==> config.mk <==
export PLATFORM = sky130hd
export DESIGN_NAME = affinity_task_queue_flat
export DESIGN_NICKNAME = d
export VERILOG_FILES = /design/src/hdl/atq_pkg.sv /design/src/hdl/atq_if.sv /design/src/hdl/atq_mem.sv /design/src/hdl/affinity_task_queue.sv /design/src/flat_wrapper.sv
export SDC_FILE = /design/constraint.sdc
export NUM_CORES = 1
export LEC_CHECK = 0
export ABC_AREA = 1
export BUFFER_PORTS_ARGS = -buffer_cell sky130_fd_sc_hd__buf_4
export CAP_MARGIN = 20
export CORE_ASPECT_RATIO = 1.1
export CORE_UTILIZATION = 51
export DETAILED_ROUTE_END_ITERATION = 16
export GPL_TIMING_DRIVEN = 0
export HOLD_SLACK_MARGIN = 0.05
export PLACE_DENSITY = 0.69
export SLEW_MARGIN = 20
export SYNTH_ARGS = -nofsm -noshare
export SYNTH_HDL_FRONTEND = slang
export SYNTH_SLANG_ARGS = --single-unit
==> constraint.sdc <==
create_clock -name i_clk -period 3.8 [get_ports i_clk]
set_clock_uncertainty 0.2 [all_clocks]
set_input_delay 0.19 -clock i_clk [delete_from_list [all_inputs] [get_ports i_clk]]
set_output_delay 0.19 -clock i_clk [all_outputs]
set_load 0.01 [all_outputs]
==> src/hdl/atq_pkg.sv <==
// atq_pkg: shared types, codes and constants of the affinity task queue
// no dependencies; used by the interfaces, the queue and the checker
`default_nettype none

package atq_pkg;

    localparam int QUEUE_DEPTH_DEF = 16;
    localparam int HANDLE_BITS_DEF = 16;
    localparam int NUM_CORES       = 8;

    localparam int CMD_W  = 2;
    localparam int MASK_W = 8;
    localparam int CORE_W = 3;
    localparam int STAT_W = 2;

    typedef logic [CMD_W-1:0] t_cmd;

    localparam t_cmd CMD_ENQ       = 2'd0;
    localparam t_cmd CMD_DEQ_FIRST = 2'd1;
    localparam t_cmd CMD_DEQ_NAMED = 2'd2;

    typedef enum logic [STAT_W-1:0] {
        ST_OK   = 2'd0,
        ST_NONE = 2'd1,
        ST_FULL = 2'd2
    } t_status;

    typedef enum logic [2:0] {
        S_IDLE,
        S_SCAN_RD,
        S_SCAN_CHK,
        S_SHIFT_RD,
        S_SHIFT_WR,
        S_REPLY
    } t_state;

    // one-hot bit of a core; a core outside the configured set has no bit
    function automatic logic [MASK_W-1:0] core_bit(input logic [CORE_W-1:0] core);
        logic [MASK_W-1:0] bits;
        bits = '0;
        if (int'(core) < NUM_CORES) begin
            bits = MASK_W'(1) << core;
        end
        return bits;
    endfunction

endpackage

`default_nettype wire

==> src/hdl/atq_if.sv <==
// atq_cmd_if / atq_rsp_if: valid-ready channels for commands and responses
// depends on atq_pkg for field widths and default handle width
`default_nettype none

interface atq_cmd_if #(
    parameter int HANDLE_BITS = atq_pkg::HANDLE_BITS_DEF
);
    logic                          valid;
    logic                          ready;
    logic [atq_pkg::CMD_W-1:0]     cmd;
    logic [HANDLE_BITS-1:0]        task_handle;
    logic [atq_pkg::MASK_W-1:0]    affinity_mask;
    logic [atq_pkg::CORE_W-1:0]    core_id;

    modport source (output valid, cmd, task_handle, affinity_mask, core_id, input ready);
    modport sink   (input valid, cmd, task_handle, affinity_mask, core_id, output ready);
endinterface

interface atq_rsp_if #(
    parameter int HANDLE_BITS = atq_pkg::HANDLE_BITS_DEF,
    parameter int OCC_BITS    = $clog2(atq_pkg::QUEUE_DEPTH_DEF + 1)
);
    logic                          valid;
    logic                          ready;
    logic [atq_pkg::STAT_W-1:0]    status;
    logic [HANDLE_BITS-1:0]        out_handle;
    logic [OCC_BITS-1:0]           occupancy;

    modport source (output valid, status, out_handle, occupancy, input ready);
    modport sink   (input valid, status, out_handle, occupancy, output ready);
endinterface

`default_nettype wire

==> src/hdl/atq_mem.sv <==
// atq_mem: entry store, one write port and one registered read port
// no package dependency; instantiated by affinity_task_queue
`default_nettype none

module atq_mem #(
    parameter int DEPTH = 16,
    parameter int WIDTH = 24,
    localparam int AW   = $clog2(DEPTH)
) (
    input  wire logic             i_clk,
    input  wire logic             i_we,
    input  wire logic [AW-1:0]    i_waddr,
    input  wire logic [WIDTH-1:0] i_wdata,
    input  wire logic [AW-1:0]    i_raddr,
    output logic      [WIDTH-1:0] o_rdata
);

    logic [WIDTH-1:0] r_mem [DEPTH];
    logic [WIDTH-1:0] r_rdata;

    always_ff @(posedge i_clk) begin
        if (i_we) begin
            r_mem[i_waddr] <= i_wdata;
        end
        r_rdata <= r_mem[i_raddr];
    end

    assign o_rdata = r_rdata;

endmodule

`default_nettype wire

==> src/hdl/affinity_task_queue.sv <==
// affinity_task_queue: ordered task queue with per-core affinity, top level
// depends on atq_pkg, atq_cmd_if, atq_rsp_if and atq_mem
//
// Queue of task handles, oldest first, each held with an 8-bit affinity mask (zero: any
// core). One command is worked on at a time. A dequeue walks the entry memory from the
// oldest entry, reading each entry checked and then comparing it, and on a hit closes
// the gap by moving each younger entry up one place, with a read and then a write per
// entry moved; on an empty queue it replies without a walk. The walk follows from the
// single, registered read port of the entry memory. A response sits in an output
// register, so the next command is taken while the last response still waits. No
// clearing pass is needed after reset.
`default_nettype none

module affinity_task_queue #(
    parameter int QUEUE_DEPTH = atq_pkg::QUEUE_DEPTH_DEF,
    parameter int HANDLE_BITS = atq_pkg::HANDLE_BITS_DEF
) (
    input  wire logic  i_clk,
    input  wire logic  i_rst_n,
    atq_cmd_if.sink    i_cmd,
    atq_rsp_if.source  o_rsp
);

    localparam int AW     = $clog2(QUEUE_DEPTH);
    localparam int CW     = $clog2(QUEUE_DEPTH + 1);
    localparam int MASK_W = atq_pkg::MASK_W;
    localparam int ENT_W  = HANDLE_BITS + MASK_W;

    // control state
    atq_pkg::t_state  r_state, n_state;
    logic [CW-1:0]    r_count, n_count;
    logic [AW-1:0]    r_idx, n_idx;
    logic             r_out_valid;

    // working copy of the command and its result
    atq_pkg::t_cmd          r_cmd, n_cmd;
    logic [HANDLE_BITS-1:0] r_handle, n_handle;
    logic [MASK_W-1:0]      r_core_bit, n_core_bit;
    atq_pkg::t_status       r_status, n_status;
    logic [HANDLE_BITS-1:0] r_res, n_res;

    // response register
    atq_pkg::t_status       r_out_status;
    logic [HANDLE_BITS-1:0] r_out_handle;
    logic [CW-1:0]          r_out_occ;

    // memory port
    logic             mem_we;
    logic [AW-1:0]    mem_waddr;
    logic [ENT_W-1:0] mem_wdata;
    logic [AW-1:0]    mem_raddr;
    logic [ENT_W-1:0] mem_rdata;

    logic                   in_xfer;
    logic                   load_out;
    logic [HANDLE_BITS-1:0] ent_handle;
    logic [MASK_W-1:0]      ent_mask;
    logic                   ent_elig;
    logic                   name_match;
    logic                   hit;
    logic                   blocked;
    logic                   more;

    atq_mem #(
        .DEPTH (QUEUE_DEPTH),
        .WIDTH (ENT_W)
    ) u_mem (
        .i_clk   (i_clk),
        .i_we    (mem_we),
        .i_waddr (mem_waddr),
        .i_wdata (mem_wdata),
        .i_raddr (mem_raddr),
        .o_rdata (mem_rdata)
    );

    assign i_cmd.ready = (r_state == atq_pkg::S_IDLE);
    assign in_xfer     = i_cmd.valid && i_cmd.ready;

    // entry under test, valid in S_SCAN_CHK
    assign ent_handle = mem_rdata[ENT_W-1:MASK_W];
    assign ent_mask   = mem_rdata[MASK_W-1:0];
    assign ent_elig   = (ent_mask == '0) || ((ent_mask & r_core_bit) != '0);
    assign name_match = (r_cmd == atq_pkg::CMD_DEQ_NAMED) && (ent_handle == r_handle);
    assign hit        = ent_elig && ((r_cmd == atq_pkg::CMD_DEQ_FIRST) || name_match);
    // oldest entry with the handle is not eligible: search ends here
    assign blocked    = name_match && !ent_elig;
    // another entry follows the current index (count already reduced while shifting)
    assign more       = (CW'(r_idx) + CW'(1)) < r_count;

    // next state
    always_comb begin
        n_state = r_state;
        unique case (r_state)
            atq_pkg::S_IDLE: begin
                if (in_xfer) begin
                    unique case (i_cmd.cmd)
                        atq_pkg::CMD_DEQ_FIRST, atq_pkg::CMD_DEQ_NAMED: begin
                            n_state = (r_count == '0) ? atq_pkg::S_REPLY : atq_pkg::S_SCAN_RD;
                        end
                        default: begin
                            n_state = atq_pkg::S_REPLY;
                        end
                    endcase
                end
            end
            atq_pkg::S_SCAN_RD: begin
                n_state = atq_pkg::S_SCAN_CHK;
            end
            atq_pkg::S_SCAN_CHK: begin
                if (hit) begin
                    n_state = more ? atq_pkg::S_SHIFT_RD : atq_pkg::S_REPLY;
                end else if (blocked || !more) begin
                    n_state = atq_pkg::S_REPLY;
                end else begin
                    n_state = atq_pkg::S_SCAN_RD;
                end
            end
            atq_pkg::S_SHIFT_RD: begin
                n_state = atq_pkg::S_SHIFT_WR;
            end
            atq_pkg::S_SHIFT_WR: begin
                n_state = more ? atq_pkg::S_SHIFT_RD : atq_pkg::S_REPLY;
            end
            atq_pkg::S_REPLY: begin
                if (!r_out_valid || o_rsp.ready) begin
                    n_state = atq_pkg::S_IDLE;
                end
            end
            default: begin
                n_state = atq_pkg::S_IDLE;
            end
        endcase
    end

    // datapath and memory control
    always_comb begin
        n_count    = r_count;
        n_idx      = r_idx;
        n_cmd      = r_cmd;
        n_handle   = r_handle;
        n_core_bit = r_core_bit;
        n_status   = r_status;
        n_res      = r_res;
        mem_we     = 1'b0;
        mem_waddr  = r_idx;
        mem_wdata  = mem_rdata;
        mem_raddr  = r_idx;
        load_out   = 1'b0;
        unique case (r_state)
            atq_pkg::S_IDLE: begin
                if (in_xfer) begin
                    n_cmd      = i_cmd.cmd;
                    n_handle   = i_cmd.task_handle;
                    n_core_bit = atq_pkg::core_bit(i_cmd.core_id);
                    n_idx      = '0;
                    n_res      = '0;
                    n_status   = atq_pkg::ST_NONE;
                    if (i_cmd.cmd == atq_pkg::CMD_ENQ) begin
                        if (r_count == CW'(QUEUE_DEPTH)) begin
                            n_status = atq_pkg::ST_FULL;
                        end else begin
                            // append at the young end
                            mem_we    = 1'b1;
                            mem_waddr = r_count[AW-1:0];
                            mem_wdata = {i_cmd.task_handle, i_cmd.affinity_mask};
                            n_count   = r_count + CW'(1);
                            n_status  = atq_pkg::ST_OK;
                        end
                    end
                end
            end
            atq_pkg::S_SCAN_RD: begin
                mem_raddr = r_idx;
            end
            atq_pkg::S_SCAN_CHK: begin
                if (hit) begin
                    n_res    = ent_handle;
                    n_status = atq_pkg::ST_OK;
                    n_count  = r_count - CW'(1);
                end else if (!blocked && more) begin
                    n_idx = r_idx + AW'(1);
                end
            end
            atq_pkg::S_SHIFT_RD: begin
                mem_raddr = r_idx + AW'(1);
            end
            atq_pkg::S_SHIFT_WR: begin
                // read and write never overlap, so no forwarding is needed
                mem_we    = 1'b1;
                mem_waddr = r_idx;
                mem_wdata = mem_rdata;
                if (more) begin
                    n_idx = r_idx + AW'(1);
                end
            end
            atq_pkg::S_REPLY: begin
                load_out = !r_out_valid || o_rsp.ready;
            end
            default: begin
                load_out = 1'b0;
            end
        endcase
    end

    always_ff @(posedge i_clk) begin
        if (!i_rst_n) begin
            r_state     <= atq_pkg::S_IDLE;
            r_count     <= '0;
            r_out_valid <= 1'b0;
        end else begin
            r_state <= n_state;
            r_count <= n_count;
            if (load_out) begin
                r_out_valid <= 1'b1;
            end else if (o_rsp.ready) begin
                r_out_valid <= 1'b0;
            end
        end
    end

    always_ff @(posedge i_clk) begin
        r_idx      <= n_idx;
        r_cmd      <= n_cmd;
        r_handle   <= n_handle;
        r_core_bit <= n_core_bit;
        r_status   <= n_status;
        r_res      <= n_res;
        if (load_out) begin
            r_out_status <= r_status;
            r_out_handle <= r_res;
            r_out_occ    <= r_count;
        end
    end

    assign o_rsp.valid      = r_out_valid;
    assign o_rsp.status     = r_out_status;
    assign o_rsp.out_handle = r_out_handle;
    assign o_rsp.occupancy  = r_out_occ;

endmodule

`default_nettype wire

==> src/flat_wrapper.sv <==
// flat-port wrapper written by rule: the top's interface ports become plain ports
module affinity_task_queue_flat 
#(
    parameter int QUEUE_DEPTH = atq_pkg::QUEUE_DEPTH_DEF,
    parameter int HANDLE_BITS = atq_pkg::HANDLE_BITS_DEF
)
  (i_clk, i_rst_n, i_cmd_valid, i_cmd_cmd, i_cmd_task_handle, i_cmd_affinity_mask, i_cmd_core_id, i_cmd_ready, o_rsp_valid, o_rsp_status, o_rsp_out_handle, o_rsp_occupancy, o_rsp_ready);
  atq_cmd_if #(.HANDLE_BITS(HANDLE_BITS)) i_cmd_i ();
  atq_rsp_if #(.HANDLE_BITS(HANDLE_BITS)) o_rsp_i ();
  input  wire logic i_clk;
  input  wire logic i_rst_n;
  input wire logic [$bits(i_cmd_i.valid)-1:0] i_cmd_valid;
  input wire logic [$bits(i_cmd_i.cmd)-1:0] i_cmd_cmd;
  input wire logic [$bits(i_cmd_i.task_handle)-1:0] i_cmd_task_handle;
  input wire logic [$bits(i_cmd_i.affinity_mask)-1:0] i_cmd_affinity_mask;
  input wire logic [$bits(i_cmd_i.core_id)-1:0] i_cmd_core_id;
  output wire logic [$bits(i_cmd_i.ready)-1:0] i_cmd_ready;
  output wire logic [$bits(o_rsp_i.valid)-1:0] o_rsp_valid;
  output wire logic [$bits(o_rsp_i.status)-1:0] o_rsp_status;
  output wire logic [$bits(o_rsp_i.out_handle)-1:0] o_rsp_out_handle;
  output wire logic [$bits(o_rsp_i.occupancy)-1:0] o_rsp_occupancy;
  input wire logic [$bits(o_rsp_i.ready)-1:0] o_rsp_ready;
  assign i_cmd_i.valid = i_cmd_valid;
  assign i_cmd_i.cmd = i_cmd_cmd;
  assign i_cmd_i.task_handle = i_cmd_task_handle;
  assign i_cmd_i.affinity_mask = i_cmd_affinity_mask;
  assign i_cmd_i.core_id = i_cmd_core_id;
  assign i_cmd_ready = i_cmd_i.ready;
  assign o_rsp_valid = o_rsp_i.valid;
  assign o_rsp_status = o_rsp_i.status;
  assign o_rsp_out_handle = o_rsp_i.out_handle;
  assign o_rsp_occupancy = o_rsp_i.occupancy;
  assign o_rsp_i.ready = o_rsp_ready;
  affinity_task_queue #(.QUEUE_DEPTH(QUEUE_DEPTH), .HANDLE_BITS(HANDLE_BITS)) u_core (.i_clk(i_clk), .i_rst_n(i_rst_n), .i_cmd(i_cmd_i), .o_rsp(o_rsp_i));
endmodule
==> run_results.csv <==
group,metric,value,unit
grt,antenna_found_initial,0,
floorplanning,rows,75,
grt,grt_util_all_layers,28.7,%
grt,grt_pass1_wl,82100,um
clocking,worstSkewPairLatency,590,ps
grt,grt_pass1_vias,13400,
placed_design,dp_cells,2156,
sta,fmaxAchievable,280,MHz
floorplanning,ios,58,
setup_path,cp-start-kind,"flop",
yosys,syn_area,0.0197,mm^2
sta,fin_crit,3570,ps
sta,rsz0062_at_grt,"no",
setup_path,crit_top_cell,"nor2_4",
setup_path,worstPathRequired,3880,ps
setup_path,path_max_fanout,14,
pwr,p_leak,8.17,nW
grt,grt_max_degree,28,
yosys,syn_area_per_cell,12.5,um^2
floorplanning,die-area,0.0394,mm^2
clocking,cts.path.max_buffers,3,
yosys,ys_seq_area_share,72.8,%
yosys,synth_edf_count,455,
setup_path,critPathMaxStageDelay,730,ps
sta,setup_viol,0,
yosys,syn-instance-count,1580,
cells_and_area,final_common_cell,"edfxtp_1",
cells_and_area,diodes,0,
detailed_routing,drc,0,
placed_design,place_congestion,0.899,
yosys,netlist-cell-type-count,34,
outcome,status,"completed",
pwr,irDropWorstVdd,0.415,mV
setup_path,arrival,3650,ps
sta,slew_violations,0,
sta,slew_headroom,35.8,%
yosys,async_flop_share,0,%
pwr,power,20.0,mW
detailed_routing,ant_nets,0,
detailed_routing,viasPerCell,5.95,
clocking,cts_tree,"yes",
cells_and_area,layout.cells.non_filler,2278,
floorplanning,die_h,208,um
detailed_routing,drt_first_pass_iters,7,
clocking,clockRootBuffer,"clkbuf_16",
sta,setup_tns,0,ps
cells_and_area,area_delta_synth_final,18.1,%
setup_path,path_class,"flop to flop",
sta,hold_viol,0,
floorplanning,die-width,189,um
setup_path,worst_setup_path_end_kind,"flop",
floorplanning,fp.coreArea,0.0381,mm^2
sta,tightestPinTransition,961,ps
cells_and_area,layout-drive-gt1-share,14.3,%
detailed_routing,drtIter0Drc,1534,
detailed_routing,vias,13600,
clocking,cts_buffers,47,
grt,overflow,0,
placed_design,portBuffers,57,
placed_design,dp_hpwl,37000,um
floorplanning,start_util,51.7,%
min_path,hold_class,"input pin to flop",
pwr,powerDensity,860,mW/mm^2
flow_run,max-cap-violations,0,
setup_path,crit_path_top_delay_cell,"nor2_4",
cells_and_area,final_nets,1785,
yosys,synth_nets,1623,
yosys,ys.flop_type,"edfxtp_1",
yosys,synth-seq-cells,488,
setup_path,cp_cell_sequence,"nor2_1 -> inv_1 -> nor2_2 -> inv_2 -> nor2_4 -> nand3_4 -> o21ai_1 -> nand2_1 -> nor2_4 -> buf_16",
detailed_routing,drt_wl_total,55500,um
sta,post-route-period-util,94.0,%
cells_and_area,final_cell_mix,"edfxtp_1 (455), nor2_1 (304), nand2_1 (141)",
yosys,yosys_warnings,0,
clocking,cts-htree-levels,2,
clocking,clkTransAtPathRegs,70,ps
detailed_routing,wl_per_cell,24.4,um
clocking,cts.sinks,488,
worst paths after layout:
path | startpoint | end | slack [ps] | depth (start not counted)
setup / recovery | u_core.r_state[1]$_SDFFE_PN0P_ | u_core.u_mem.r_mem[0][0]$_DFFE_PP_ | 230 | 10
hold / removal | i_cmd_task_handle[8] | u_core.r_handle[8]$_DFFE_PP_ | 160 | 2
setup reg to reg | u_core.r_state[1]$_SDFFE_PN0P_ | u_core.u_mem.r_mem[0][0]$_DFFE_PP_ | 230 | 10
hold reg to reg | u_core.r_res[5]$_SDFFCE_PN0P_ | u_core.o_rsp.out_handle[5]$_DFFE_PP_ | 220 | 0
critical path, delay by kind of cell, from the launching register on:
family / cells / cell delay [ps]
flip-flops: 1 / 360
buffers and inverters: 3 / 430
AND/OR/NAND/NOR: 6 / 2010
AO/OA/AOI/OAI: 1 / 260
where the power goes:
part | internal [mW] | total, mW | switching [mW]
clock | 2.60 | 4.61 | 2.01
combinational | 2.07 | 7.73 | 5.66
sequential | 7.35 | 7.67 | 0.321
total | 12.0 | 20.0 | 7.99
kinds of logic after synthesis:
| family | share of synthesized area (%) |
|---|---|
| flip-flops | 72.8 |
| AO/OA/AOI/OAI | 10.9 |
| XOR/XNOR | 0.528 |
| AND/OR/NAND/NOR | 10.6 |
| buffers and inverters | 4.32 |
| multiplexers | 0.229 |
| adder cells (fa/ha/maj) | 0.674 |
synthesized netlist by cell type (2+ instances only):
library cell	number	area share, %
a21oi_1	33	0.84
buf_2	35	0.89
buf_4	12	0.46
buf_6	9	0.52
clkbuf_1	26	0.50
dfxtp_1	33	3.4
edfxtp_1	455	69
ha_1	9	0.57
inv_1	98	1.9
inv_2	4	0.076
mux2_2	4	0.23
nand2_1	141	2.7
nand2_2	2	0.064
nand3_1	39	0.99
nand3_4	2	0.18
nand4_1	2	0.064
nor2_1	321	6.1
nor3_1	11	0.28
o211ai_1	115	4.4
o21ai_0	117	3.0
o21ai_1	82	2.1
o21ai_2	4	0.18
o221ai_1	7	0.31
xnor2_1	5	0.22
xor2_1	5	0.22
timing repair:
action,4_1_cts,5_1_grt
hold endpoints to repair,363,0
pin swaps,1,3
endpoints found under the setup margin,107,35
resized for setup,1,0
hold buffers,34,0
setup buffers,0,2
cloned,1,0
state kept, by name (all words and copies together) (netlist names):
| signal | count |
|---|---|
| u_core.u_mem.o_rdata | 24 |
| u_core.r_handle | 16 |
| u_core.u_mem.r_mem | 384 |
| u_core.r_core_bit | 8 |
| u_core.r_state | 3 |
| u_core.o_rsp.valid | 1 |
| u_core.r_idx | 4 |
| u_core.r_cmd | 2 |
| u_core.r_count | 5 |
| u_core.o_rsp.status | 2 |
| u_core.r_status | 2 |
| u_core.o_rsp.out_handle | 16 |
| u_core.o_rsp.occupancy | 5 |
| u_core.r_res | 16 |
routing by layer:
layer  track usage, %  part of all wire [%]
met3             5.11                    11
met4             13.2                   4.3
met2             45.7                    47
met1             38.5                    38
met5                0                     0
layout make-up:
cell class	count	area, um^2
multi-input cells	908	4710
plain buffers	83	468
clock inverters	19	164
clock buffers	66	1330
repair buffers	112	1240
fillers	2877	14900
well taps	500	626
flip-flops and latches	488	14300
inverters	102	383
metrics by stage:
step,util [%],worst slack (ps),area [um^2],hold WS [ps]
after floorplan,-,253,19700,88.9
after global placement,54.4,-1520,20700,190
after detailed placement,56.1,-138,21400,190
after CTS,60.9,60.5,23200,145
after global routing,61.0,3.94,23200,149
final,61.0,228,23200,157
Note: power is estimated with default switching activity, not from simulation.
